`src/sv/hsvrgb_pkg.sv`:
```
// hsvrgb_pkg: widths, arithmetic constants, sector codes and pipeline control
// types shared by the HSV to RGB converter. No dependencies.
package hsvrgb_pkg;

	localparam int COMPONENT_BITS = 8;
	localparam int HUE_FRAC_BITS  = 6;
	localparam int HUE_W          = 16;

	// component scale: all ones means 1.0
	localparam int COMP_MAX  = (2 ** COMPONENT_BITS) - 1;
	localparam int HALF_COMP = COMP_MAX / 2;
	localparam int PROD_W    = 2 * COMPONENT_BITS;

	// hue geometry
	localparam int SECT_DEG = 60;
	localparam int NUM_SECT = 6;
	localparam int SECT     = SECT_DEG * (2 ** HUE_FRAC_BITS);
	localparam int HUE_FULL = NUM_SECT * SECT;
	localparam int HUE_CW   = $clog2(HUE_FULL + 1);
	localparam int CMP_W    = (HUE_W > HUE_CW) ? HUE_W : HUE_CW;
	localparam int SEC_W    = $clog2(NUM_SECT + 1);
	localparam int FRAC_W   = $clog2(SECT + 1);

	// secondary component: round(C * f / SECT), SECT = SECT_DEG << HUE_FRAC_BITS
	localparam int XM_W     = COMPONENT_BITS + FRAC_W;
	localparam int XN_W     = XM_W - HUE_FRAC_BITS;
	localparam int RECIP_SH = XN_W + 6;
	localparam longint RECIP_L = (64'd1 << RECIP_SH) / SECT_DEG;
	localparam int RECIP_W  = $clog2(RECIP_L + 1);
	localparam int XP_W     = XN_W + RECIP_W;

	// sectors of the hexcone, named by the hue span they cover
	localparam logic [SEC_W-1:0] SEC_RED_YEL = SEC_W'(0);
	localparam logic [SEC_W-1:0] SEC_YEL_GRN = SEC_W'(1);
	localparam logic [SEC_W-1:0] SEC_GRN_CYN = SEC_W'(2);
	localparam logic [SEC_W-1:0] SEC_CYN_BLU = SEC_W'(3);
	localparam logic [SEC_W-1:0] SEC_BLU_MAG = SEC_W'(4);

	localparam int NUM_STAGES = 6;

	typedef struct packed {
		logic [NUM_STAGES-1:0] ld;
		logic                  in_stall;
		logic                  out_valid;
	} pipe_ctrl_t;

endpackage

```
`src/sv/hsvrgb_pipe_ctrl.sv`:
```
// hsvrgb_pipe_ctrl: valid bits and per-stage load enables for the converter
// pipeline, with bubble squeeze under output stall. Uses hsvrgb_pkg.
module hsvrgb_pipe_ctrl (
	input  logic                    clk,
	input  logic                    arst_n,
	input  logic                    in_valid,
	input  logic                    out_stall,
	output hsvrgb_pkg::pipe_ctrl_t  ctrl
);
	import hsvrgb_pkg::*;

	logic [NUM_STAGES-1:0] vld_q;
	logic [NUM_STAGES-1:0] en;
	logic [NUM_STAGES-1:0] up;

	// a stage may load when it is empty or its content moves on
	always_comb begin
		en[NUM_STAGES-1] = !vld_q[NUM_STAGES-1] || !out_stall;
		for (int k = NUM_STAGES - 2; k >= 0; k--) begin
			en[k] = !vld_q[k] || en[k+1];
		end
	end

	assign up = {vld_q[NUM_STAGES-2:0], in_valid};

	assign ctrl.ld        = en & up;
	assign ctrl.in_stall  = !en[0];
	assign ctrl.out_valid = vld_q[NUM_STAGES-1];

	always_ff @(posedge clk or negedge arst_n) begin
		if (!arst_n) begin
			vld_q <= '0;
		end else begin
			vld_q <= (en & up) | (~en & vld_q);
		end
	end

endmodule

```
`src/sv/hsv_to_rgb_converter.sv`:
```
// hsv_to_rgb_converter: six-stage pipelined HSV to RGB conversion.
// Depends on hsvrgb_pkg and hsvrgb_pipe_ctrl.
//
// Usage:
//   Input channel (in_valid / in_stall) carries one request: hue in 1/64
//   degree (clamped to 360 degrees), saturation and brightness as 8-bit
//   fractions. Output channel (out_valid / out_stall) returns red, green
//   and blue as 8-bit fractions, one result per request, in order.
//   Throughput is one request per cycle while the output is not stalled:
//   the six register stages are set by the two multiply-then-divide steps
//   (by 255 for the chroma, by 3840 for the secondary component).
//   When out_stall is high the output register holds; upstream stages keep
//   loading until they fill, so bubbles squeeze out, and in_stall rises only
//   once all six stages hold data. Nothing is lost or repeated.
//   Reset (arst_n low) clears all valid bits at once; data registers are
//   not reset. The block keeps no state between requests.
//
// Stages: 1 clamp hue, split sector/remainder, V*S
//         2 chroma = round(V*S/255), fold remainder for odd sectors
//         3 C*f + rounding
//         4 reciprocal multiply for /60 (after /64 shift)
//         5 quotient correction -> X
//         6 place C, X, 0 by sector, add V-C
module hsv_to_rgb_converter (
	input  logic                                    clk,
	input  logic                                    arst_n,
	input  logic                                    in_valid,
	output logic                                    in_stall,
	input  logic [hsvrgb_pkg::HUE_W-1:0]            hue,
	input  logic [hsvrgb_pkg::COMPONENT_BITS-1:0]   saturation,
	input  logic [hsvrgb_pkg::COMPONENT_BITS-1:0]   brightness,
	output logic                                    out_valid,
	input  logic                                    out_stall,
	output logic [hsvrgb_pkg::COMPONENT_BITS-1:0]   red,
	output logic [hsvrgb_pkg::COMPONENT_BITS-1:0]   green,
	output logic [hsvrgb_pkg::COMPONENT_BITS-1:0]   blue
);
	import hsvrgb_pkg::*;

	localparam int CB = COMPONENT_BITS;

	pipe_ctrl_t ctrl;

	hsvrgb_pipe_ctrl u_ctrl (
		.clk       (clk),
		.arst_n    (arst_n),
		.in_valid  (in_valid),
		.out_stall (out_stall),
		.ctrl      (ctrl)
	);

	assign in_stall  = ctrl.in_stall;
	assign out_valid = ctrl.out_valid;

	// ---------------- stage 1: clamp, sector split, V*S ----------------
	logic [CMP_W-1:0]  hue_x;
	logic [HUE_CW-1:0] hue_c;
	logic [HUE_CW-1:0] base;
	logic [SEC_W-1:0]  sec;
	logic [FRAC_W-1:0] frac;
	logic [PROD_W-1:0] vs;

	always_comb begin
		hue_x = CMP_W'(hue);
		if (hue_x > CMP_W'(HUE_FULL)) begin
			hue_c = HUE_CW'(HUE_FULL);
		end else begin
			hue_c = HUE_CW'(hue_x);
		end
		// independent threshold compares; the highest one passed wins
		sec  = '0;
		base = '0;
		for (int k = 1; k <= NUM_SECT; k++) begin
			if (hue_c >= HUE_CW'(k * SECT)) begin
				sec  = SEC_W'(k);
				base = HUE_CW'(k * SECT);
			end
		end
		frac = FRAC_W'(hue_c - base);
		vs   = PROD_W'(saturation) * PROD_W'(brightness);
	end

	logic [SEC_W-1:0]  sector_s1;
	logic [FRAC_W-1:0] frac_s1;
	logic [PROD_W-1:0] vs_s1;
	logic [CB-1:0]     val_s1;

	always_ff @(posedge clk) begin
		if (ctrl.ld[0]) begin
			sector_s1 <= sec;
			frac_s1   <= frac;
			vs_s1     <= vs;
			val_s1    <= brightness;
		end
	end

	// ---------------- stage 2: chroma and folded remainder ----------------
	// n / (2^CB - 1): take q0 = n >> CB, remainder r = low bits + q0 lies
	// below 2*MAXC + 2, so at most two corrections
	logic [PROD_W-1:0] n1;
	logic [CB-1:0]     q1;
	logic [CB:0]       r1;
	logic [CB-1:0]     chroma;
	logic [FRAC_W-1:0] fsel;

	always_comb begin
		n1     = vs_s1 + PROD_W'(HALF_COMP);
		q1     = n1[PROD_W-1:CB];
		r1     = {1'b0, n1[CB-1:0]} + {1'b0, q1};
		chroma = q1 + CB'(r1 >= (CB+1)'(COMP_MAX)) + CB'(r1 >= (CB+1)'(2 * COMP_MAX));
		fsel   = sector_s1[0] ? (FRAC_W'(SECT) - frac_s1) : frac_s1;
	end

	logic [SEC_W-1:0]  sector_s2;
	logic [FRAC_W-1:0] f_s2;
	logic [CB-1:0]     chroma_s2;
	logic [CB-1:0]     val_s2;

	always_ff @(posedge clk) begin
		if (ctrl.ld[1]) begin
			sector_s2 <= sector_s1;
			f_s2      <= fsel;
			chroma_s2 <= chroma;
			val_s2    <= val_s1;
		end
	end

	// ---------------- stage 3: C*f with rounding bias ----------------
	logic [XM_W-1:0] xm;

	assign xm = XM_W'(chroma_s2) * XM_W'(f_s2) + XM_W'(SECT / 2);

	logic [SEC_W-1:0] sector_s3;
	logic [XM_W-1:0]  xm_s3;
	logic [CB-1:0]    chroma_s3;
	logic [CB-1:0]    val_s3;

	always_ff @(posedge clk) begin
		if (ctrl.ld[2]) begin
			sector_s3 <= sector_s2;
			xm_s3     <= xm;
			chroma_s3 <= chroma_s2;
			val_s3    <= val_s2;
		end
	end

	// ---------------- stage 4: /64 shift, reciprocal multiply for /60 ----------
	logic [XN_W-1:0] xn;
	logic [XP_W-1:0] xp;

	always_comb begin
		xn = xm_s3[XM_W-1:HUE_FRAC_BITS];
		xp = XP_W'(xn) * XP_W'(RECIP_L);
	end

	logic [SEC_W-1:0] sector_s4;
	logic [XN_W-1:0]  xn_s4;
	logic [CB-1:0]    q_s4;
	logic [CB-1:0]    chroma_s4;
	logic [CB-1:0]    val_s4;

	always_ff @(posedge clk) begin
		if (ctrl.ld[3]) begin
			sector_s4 <= sector_s3;
			xn_s4     <= xn;
			q_s4      <= xp[RECIP_SH +: CB];
			chroma_s4 <= chroma_s3;
			val_s4    <= val_s3;
		end
	end

	// ---------------- stage 5: quotient correction ----------------
	// the truncated reciprocal undershoots by at most one
	logic [XN_W-1:0] r5;
	logic [CB-1:0]   xval;

	always_comb begin
		r5   = xn_s4 - XN_W'(q_s4) * XN_W'(SECT_DEG);
		xval = q_s4 + CB'(r5 >= XN_W'(SECT_DEG));
	end

	logic [SEC_W-1:0] sector_s5;
	logic [CB-1:0]    x_s5;
	logic [CB-1:0]    chroma_s5;
	logic [CB-1:0]    val_s5;

	always_ff @(posedge clk) begin
		if (ctrl.ld[4]) begin
			sector_s5 <= sector_s4;
			x_s5      <= xval;
			chroma_s5 <= chroma_s4;
			val_s5    <= val_s4;
		end
	end

	// ---------------- stage 6: placement and offset ----------------
	logic [CB-1:0] offset;
	logic [CB-1:0] rc;
	logic [CB-1:0] gc;
	logic [CB-1:0] bc;

	always_comb begin
		offset = val_s5 - chroma_s5;
		unique case (sector_s5)
			SEC_RED_YEL: begin
				rc = chroma_s5; gc = x_s5;      bc = '0;
			end
			SEC_YEL_GRN: begin
				rc = x_s5;      gc = chroma_s5; bc = '0;
			end
			SEC_GRN_CYN: begin
				rc = '0;        gc = chroma_s5; bc = x_s5;
			end
			SEC_CYN_BLU: begin
				rc = '0;        gc = x_s5;      bc = chroma_s5;
			end
			SEC_BLU_MAG: begin
				rc = x_s5;      gc = '0;        bc = chroma_s5;
			end
			// magenta-to-red sector, and hue of exactly 360 degrees
			default: begin
				rc = chroma_s5; gc = '0;        bc = x_s5;
			end
		endcase
	end

	logic [CB-1:0] red_s6;
	logic [CB-1:0] green_s6;
	logic [CB-1:0] blue_s6;

	always_ff @(posedge clk) begin
		if (ctrl.ld[5]) begin
			red_s6   <= rc + offset;
			green_s6 <= gc + offset;
			blue_s6  <= bc + offset;
		end
	end

	assign red   = red_s6;
	assign green = green_s6;
	assign blue  = blue_s6;

endmodule

```
`config.mk`:
```
export PLATFORM = sky130hd
export DESIGN_NAME = hsv_to_rgb_converter
export DESIGN_NICKNAME = d
export VERILOG_FILES = /design/src/sv/hsvrgb_pkg.sv /design/src/sv/hsvrgb_pipe_ctrl.sv /design/src/sv/hsv_to_rgb_converter.sv
export SDC_FILE = /design/constraint.sdc
export NUM_CORES = 1
export LEC_CHECK = 0
export BUFFER_PORTS_ARGS = -buffer_cell sky130_fd_sc_hd__buf_4
export CELL_PAD_IN_SITES_DETAIL_PLACEMENT = 1
export CELL_PAD_IN_SITES_GLOBAL_PLACEMENT = 1
export CORE_UTILIZATION = 40
export CTS_CLUSTER_SIZE = 30
export DETAILED_ROUTE_END_ITERATION = 16
export MAX_ROUTING_LAYER = met4
export PLACE_DENSITY_LB_ADDON = 0.3
export SYNTH_ARGS = -nofsm -noshare
export SYNTH_HDL_FRONTEND = slang
export SYNTH_HIERARCHICAL = 1
export SYNTH_SLANG_ARGS = --single-unit
```
`constraint.sdc`:
```
create_clock -name clk -period 7.6 [get_ports clk]
set_input_delay 0.38 -clock clk [delete_from_list [all_inputs] [get_ports clk]]
set_output_delay 0.38 -clock clk [all_outputs]
set_load 0.005 [all_outputs]
```
==> out/qor.yml, run 1 <==
layout:
  nFillCells: 4511
  drive_above_1_share_pct: 7.285
  final_cells: 2138
  syn2layout_area_growth_pct: 10.18
  nNetsFinal: 1969
  diodes: 0
sta:
  max_slew.worst_pin.slew_ns: 1.046
  fin_setup_tns_ns: 0
  timing.hold.ws_ns: 0.1540
  finClkSkew_ns: 0.01789
  fmax_mhz: 168.0
  finalCriticalPeriod_ns: 5.952
  rsz0062_at_grt: "no"
  slew_headroom_pct: 30.11
  drv_slew: 0
  timing.final.hold_violations: 0
  setup_viol: 0
  period_share_pct: 78.32
routing:
  drt-initial-drc-count: 436
  drtPass1Iterations: 4
  antenna_left: 0
  vias_per_cell: 5.069
  post_drt_wl_per_cell_microns: 16.06
  drc: 0
  vias: 10838
  routed_wl_mm: 34.34
place:
  placed_cells: 2105
  place.port_buffers: 61
  dp.final_hpwl_mm: 27.52
  gp_congestion: 0.8170
critical_path:
  ff2ff_setup_slack_ns: 1.65
  crit_type: "register to register"
  crit_arrival_ns: 6.13
  r2r_cells: 25
  crit_required_ns: 7.78
  reg2reg_from: "q_s4[3]"
  cp_max_fo: 6
  reg2reg_to: "x_s5[6]"
  crit_path_start_kind: "register"
  end_kind: "register"
  startpoint: "q_s4[3]"
grt:
  grt_pass1_wl_mm: 58.24
  grt_util_all_layers_pct: 17.73
  grt_pass1_vias: 12024
  antenna_found_initial: 0
  grt_max_degree: 40
  grt_overflow: 0
clock_network:
  cts_buffers: 17
  clkLatencyLatePin_ns: 0.44
  cts_root_buf: "clkbuf_16"
  cts_sinks: 199
  postCtsResizedCells: 0
  clk_pin_slew_ns: 0.08
  clockBufferDepth: 2
  htree_levels: 4
  cts_tree: "yes"
synth:
  synth_area_sq_mm: 0.01654
  synth_compound_area_share_pct: 8.679
  synthArstFlopShare_pct: 3.015
  ys_ff_latch: 199
  synth_fp_nets: 1904
  avgSynthCellArea_sq_um: 10.82
  synthSimpleGateAreaFrac_pct: 12.05
  yosys_warnings: 6
  synth.distinct_cells: 65
  synth_fa_ha_area_share_pct: 31.31
  synth_top_family_by_area: "adder cells"
  syn_inst: 1528
  yosys.area_share.xor_xnor_pct: 6.197
  synth_edf_count: 193
  ys_seq_area_share_pct: 35.96
  synth_ff_type: "edfxtp_1"
  synthMuxAreaShare_pct: 0.2573
floorplanning:
  rows: 74
  pin_count: 62
  die_h_microns: 205.3
  start_util_pct: 40.50
  dieArea_sq_mm: 0.04216
  die_w_microns: 205.3
  core_region_area_sq_mm: 0.04083
run:
  cap_violations: 0
min_path:
  worstHoldStart: "in_valid"
  hold-path-cell-count: 2
  hp-class: "input pin to register"
status:
  status: "complete, no violations"
## flip-flops by register name (all words and copies together) (netlist names), 12 cells and up, named ones only
register and flops:
f_s2 12, vs_s1 16, frac_s1 12, xn_s4 12, xm_s3 14
## how the worst max path moves through the flow
stage / cells after the start / slack, ns / endpoint
detailed placement: 25 / 1.65 / x_s5[6]
global placement: 25 / 1.83 / x_s5[6]
finish: 25 / 1.65 / x_s5[6]
CTS: 25 / 1.59 / x_s5[6]
global route: 25 / 1.22 / x_s5[6]
floorplan: 25 / 2.27 / x_s5[6]
## worst max-delay path, cell delays in order (launching register included)
cell and delay, ns:
edfxtp_1 0.54, inv_1 0.17, fa_1 0.45, fa_1 0.52, inv_1 0.04, ha_1 0.34, a21oi_1 0.15, o21ai_0 0.14
a21o_1 0.21, a21o_1 0.19, a21o_1 0.18, a21oi_1 0.17, xor2_1 0.16, ha_1 0.29, xnor2_1 0.15, a21oi_1 0.08
nor2_1 0.10, a21oi_1 0.07, a221o_1 0.29, a221o_1 0.27, nor4_1 0.28, nand4b_1 0.19, ha_1 0.28, ha_1 0.24
nand3_1 0.11, xnor2_1 0.07
## cell type report
| cell class | count | area, sq um | share of cell area [%] |
|---|---|---|---|
| Clock inverter | 12 | 142.6 | 0.7829 |
| Sequential cell | 199 | 5946 | 32.64 |
| Multi-Input combinational cell | 1086 | 9689 | 53.18 |
| Timing Repair Buffer | 67 | 505.5 | 2.775 |
| Clock buffer | 20 | 436.7 | 2.397 |
| Inverter | 222 | 833.3 | 4.574 |
| Tap cell | 532 | 665.6 | 3.654 |
## timing repair
action,4_1_cts,5_1_grt
hold buffers,1,0
buffers inserted,0,0
hold endpoints to repair,6,0
## kinds of logic (layout without fill, tap and decap cells)
family          Yosys count  count (layout)
xor+xnor                117             117
mux                       4               4
compound gates          227             227
simple gates            398             398
buf+inv                 243             321
fa+ha+maj               340             340
flops                   199             199
## per-layer routing
layer	vias up	track usage (%)	wire length [microns]
met5	-	-	0
met4	0	3.915	403
met2	112	31.20	17840
met3	31	2.154	622
li1	5270	-	-
met1	5425	21.70	15480
## Yosys cell counts, drive strengths merged (4+ instances only)
cell type | count | area (sq um)
a21oi | 80 | 404.1
o21a | 10 | 75.07
and2 | 96 | 601.8
nor2b | 11 | 68.82
o21ai | 49 | 249.0
a21boi | 5 | 37.54
nor4 | 7 | 56.30
a211oi | 5 | 42.54
nand3 | 11 | 60.06
or3 | 4 | 25.02
nand4 | 10 | 77.57
xor2 | 37 | 324.1
o21bai | 12 | 90.09
dfrtp | 6 | 150.1
fa | 123 | 2462
a21o | 29 | 217.7
nand2b | 11 | 68.82
nor2 | 33 | 123.9
a22o | 8 | 70.07
xnor2 | 80 | 700.7
inv | 222 | 833.3
clkbuf | 17 | 63.81
edfxtp | 193 | 5796
nand2 | 181 | 679.4
a31oi | 5 | 37.53
and3 | 10 | 62.56
nor3 | 11 | 55.05
ha | 217 | 2715
buf | 4 | 20.02
## layout by cell type, fill, tap and decap left out, types with 8 or more instances in the layout
cell / Yosys / routed
nand4_1: 9 / 9
nand2b_1: 11 / 11
nor3_1: 11 / 11
xor2_1: 37 / 37
o21a_1: 10 / 10
buf_4: 1 / 66
ha_1: 217 / 217
a22o_1: 8 / 8
edfxtp_1: 193 / 193
nor2b_1: 11 / 11
nand3_1: 10 / 10
nand2_1: 181 / 181
nor2_1: 33 / 33
xnor2_1: 80 / 80
fa_1: 123 / 123
inv_1: 222 / 222
clkbuf_16: 0 / 17
o21ai_0: 46 / 46
a21oi_1: 79 / 79
o21bai_1: 12 / 12
and3_1: 10 / 10
and2_1: 95 / 94
a21o_1: 29 / 29
## through the flow
step / util [%] / instance area, sq um / setup slack (ns)
after floorplan: - / 16540 / 2.273
after global placement: 43.18 / 17630 / 1.826
after detailed placement: 43.18 / 17630 / 1.646
after CTS: 44.62 / 18220 / 1.586
after global routing: 44.62 / 18220 / 1.223
final: 44.62 / 18220 / 1.648
Power of run 1 is not shown: default switching activity piles up to over one toggle a cycle in this logic, so the estimate is an artifact.
==> run 2, diff against run 1 <==
- ABC_AREA: unset -> 1
- clock period: 7.6 -> 5.9 ns (I/O delays scaled with it)
==> run 2 against run 1 <==
Against the previous run: die area increased by 5.5%; first-iteration DRC count is 21% higher; sequential share of layout area decreased by 1.6 points; non-clock buffer count shrank 2; synthesized area increased by 5.6%; maximum frequency grew 16%; clock skew decreased by 0.0063 ns; critical path depth decreased by 2; clock-buffer cell count down 3; cell area rose by 5.1%; final cell count rose by 19%; synthesized cell count rose by 24%.
==> out/qor.yml, run 2 <==
sta:
  max_slew.worst_pin.slew_ns: 1.153  # +0.1068 ns
  finalCriticalPeriod_ns: 5.114  # -0.8383 ns
  setup_viol: 0  # unchanged
  drv_slew: 0  # unchanged
  slew_headroom_pct: 22.98  # -7.1 points
  rsz0062_at_grt: "no"
  timing.final.hold_violations: 0  # unchanged
  period_share_pct: 86.68  # +8.4 points
  fmax_mhz: 195.5  # +16%
  finClkSkew_ns: 0.01161  # -0.006278 ns
  fin_setup_tns_ns: 0  # unchanged
  worst_slack_ns: 0.7862  # -0.8617 ns
synth:
  yosysMostFrequentCell: "inv_1"
  yosys.area.top_type: "edfxtp_1"
  synth_edf_count: 193  # unchanged
  avgSynthCellArea_sq_um: 9.201  # -15%
  synth_area_sq_mm: 0.01745  # +5.6%
  yosys-top-cells-area: "edfxtp_1 (33%), ha_1 (16%), fa_1 (14%)"
  syn_inst: 1897  # +24%
  ys_seq_area_share_pct: 34.06  # -1.9 points
  synth_fp_nets: 2273  # +19%
  synthArstFlopShare_pct: 3.015  # unchanged
  netlist.area_leader.share_pct: 33.20  # -1.8 points
  synthTopCellsByCount: "inv_1 (422), nand2_1 (372), ha_1 (217)"
  ys_ff_latch: 199  # unchanged
  synth_ff_type: "edfxtp_1"
  yosys_warnings: 6  # unchanged
  synth.distinct_cells: 52  # -20%
clock_network:
  clk_pin_slew_ns: 0.08  # about the same
  htree_levels: 4  # unchanged
  cts_sinks: 199  # unchanged
  holdBufCountCts: 1  # unchanged
  cts_buffers: 17  # unchanged
  clkLatencyLatePin_ns: 0.45  # about the same
  clockBufferDepth: 2  # unchanged
  cts_root_buf: "clkbuf_16"
  post-cts-setup-buffers: 0  # unchanged
  postCtsResizedCells: 0  # unchanged
  cts_tree: "yes"
place:
  post-place-ws_ns: 0.7944  # -0.8518 ns
  postPlaceCellArea_sq_mm: 0.01852  # +5.0%
  dp.final_hpwl_mm: 32.66  # +19%
  gp_congestion: 0.8663  # +6.0%
  place.port_buffers: 61  # unchanged
critical_path:
  crit_type: "register to register"
  crit_path_start_kind: "register"
  crit_required_ns: 6.19  # -1.59 ns
  end_kind: "register"
  ff2ff_setup_slack_ns: 0.79  # -0.86 ns
  cp_max_fo: 5  # -1
  crit_arrival_ns: 5.40  # -0.73 ns
  r2r_cells: 23  # -8.0%
layout:
  largest-register: "vs_s1"
  diodes: 0  # unchanged
  syn2layout_area_growth_pct: 9.663
  largestRegisters: "vs_s1: 16 flops, xm_s3: 14 flops"
  largest_reg_flops: 16  # unchanged
  drive_above_1_share_pct: 7.157  # -0.13 points
  layout_commonest_cell: "inv_1"
  nNetsFinal: 2319  # +18%
  final_cell_mix: "inv_1 (422), nand2_1 (372), ha_1 (217), edfxtp_1 (193), fa_1 (123)"
  final_area_sq_mm: 0.01914  # +5.1%
  nFillCells: 5020  # +11%
routing:
  vias: 12448  # +15%
  drtPass1Iterations: 5  # +1
  antenna_left: 0  # unchanged
  post_drt_wl_per_cell_microns: 15.28  # -4.8%
  drt-initial-drc-count: 529  # +21%
  vias_per_cell: 4.899  # -3.4%
  routed_wl_mm: 38.84  # +13%
  drc: 0  # unchanged
min_path:
  hold-path-cell-count: 3  # +1
  hp-class: "input pin to register"
floorplanning:
  start_util_pct: 40.52  # about the same
  core_region_area_sq_mm: 0.04308  # +5.5%
  rows: 76  # +2.7%
  pin_count: 62  # unchanged
  dieArea_sq_mm: 0.04447  # +5.5%
  die_h_microns: 210.9  # +2.7%
  die_w_microns: 210.9  # +2.7%
grt:
  grt_util_all_layers_pct: 18.82  # +1.1 points
  grt_overflow: 0  # unchanged
  grt_pass1_vias: 13507  # +12%
  grt_pass1_wl_mm: 64.97  # +12%
  grt_max_degree: 40  # unchanged
  antenna_found_initial: 0  # unchanged
run:
  cap_violations: 0  # unchanged
status:
  status: "complete, no violations"
==> run 2: cell count changes after synthesis, moves of 11 or more <==
cell	delta
nand2b_1	-11
o22ai_1	+22
and2_1	-94
nand2_1	+191
nand4_1	+20
nand3_1	+38
a21o_1	-24
xnor2_1	-49
nor2_1	+50
inv_1	+200
xor2_1	+41
clkbuf_1	+13
==> run 2: logic make-up (layout without fill, tap and decap cells) <==
logic type / Yosys count / in the layout / share of synthesized area (%)
compound gates: 196 / 196 / 6.437
xor+xnor: 109 / 109 / 5.470
fa+ha+maj: 340 / 340 / 29.66
buf+inv: 472 / 531 / 10.27
flops: 199 / 199 / 34.06
simple gates: 581 / 581 / 14.10
==> run 2: cell type report <==
class,count,area (sq um),area share [%]
clock inverter,15,187.7,0.9805
timing repair buffer,65,490.5,2.562
tap,585,732.0,3.824
inverter,434,1630,8.517
multi-input combinational,1226,9729,50.83
sequential,199,5946,31.06
clock buffer,17,425.4,2.223
==> run 2: metrics by stage <==
step	instances	utilization, %	hold WS (ns)
after floorplan	1897	-	-0.0005911
after global placement	2508	42.99	0.1049
after detailed placement	2508	42.99	0.1086
after CTS	2541	44.43	0.02782
after global routing	2541	44.43	0.03787
final	2541	44.43	0.05086
==> run 2: final timing paths <==
path,start,endpoint
setup / recovery,q_s4[3],x_s5[4]
hold / removal,in_valid,register
setup reg to reg,q_s4[3],x_s5[4]
hold reg to reg,sector_s4[1],sector_s5[1]
max in group asynchronous,arst_n,async pin
min in group asynchronous,arst_n,async pin
==> run 2: per-layer routing <==
| layer | vias to the layer above | global-route usage [%] | routed length, microns |
|---|---|---|---|
| li1 | 6140 | - | - |
| met1 | 6122 | 21.77 | 16930 |
| met2 | 156 | 34.14 | 20290 |
| met3 | 30 | 2.840 | 1048 |
| met4 | 0 | 4.398 | 564 |
| met5 | - | - | 0 |
==> run 2: critical path, cell delays in order (launching register included) <==
cell      delay [ns]
edfxtp_1        0.51
inv_1           0.20
fa_1            0.46
fa_1            0.53
inv_1           0.05
ha_1            0.35
a21oi_1         0.18
o21ai_0         0.14
a21o_1          0.21
a31oi_1         0.17
xor2_1          0.17
ha_1            0.31
nand2_1         0.13
inv_1           0.04
a221oi_1        0.31
nand3_1         0.12
nand2_1         0.08
nand2_1         0.05
inv_1           0.05
nand3_1         0.11
ha_1            0.25
ha_1            0.24
nand2_1         0.11
xor2_1          0.17
Power of run 2 is left out for the same reason.
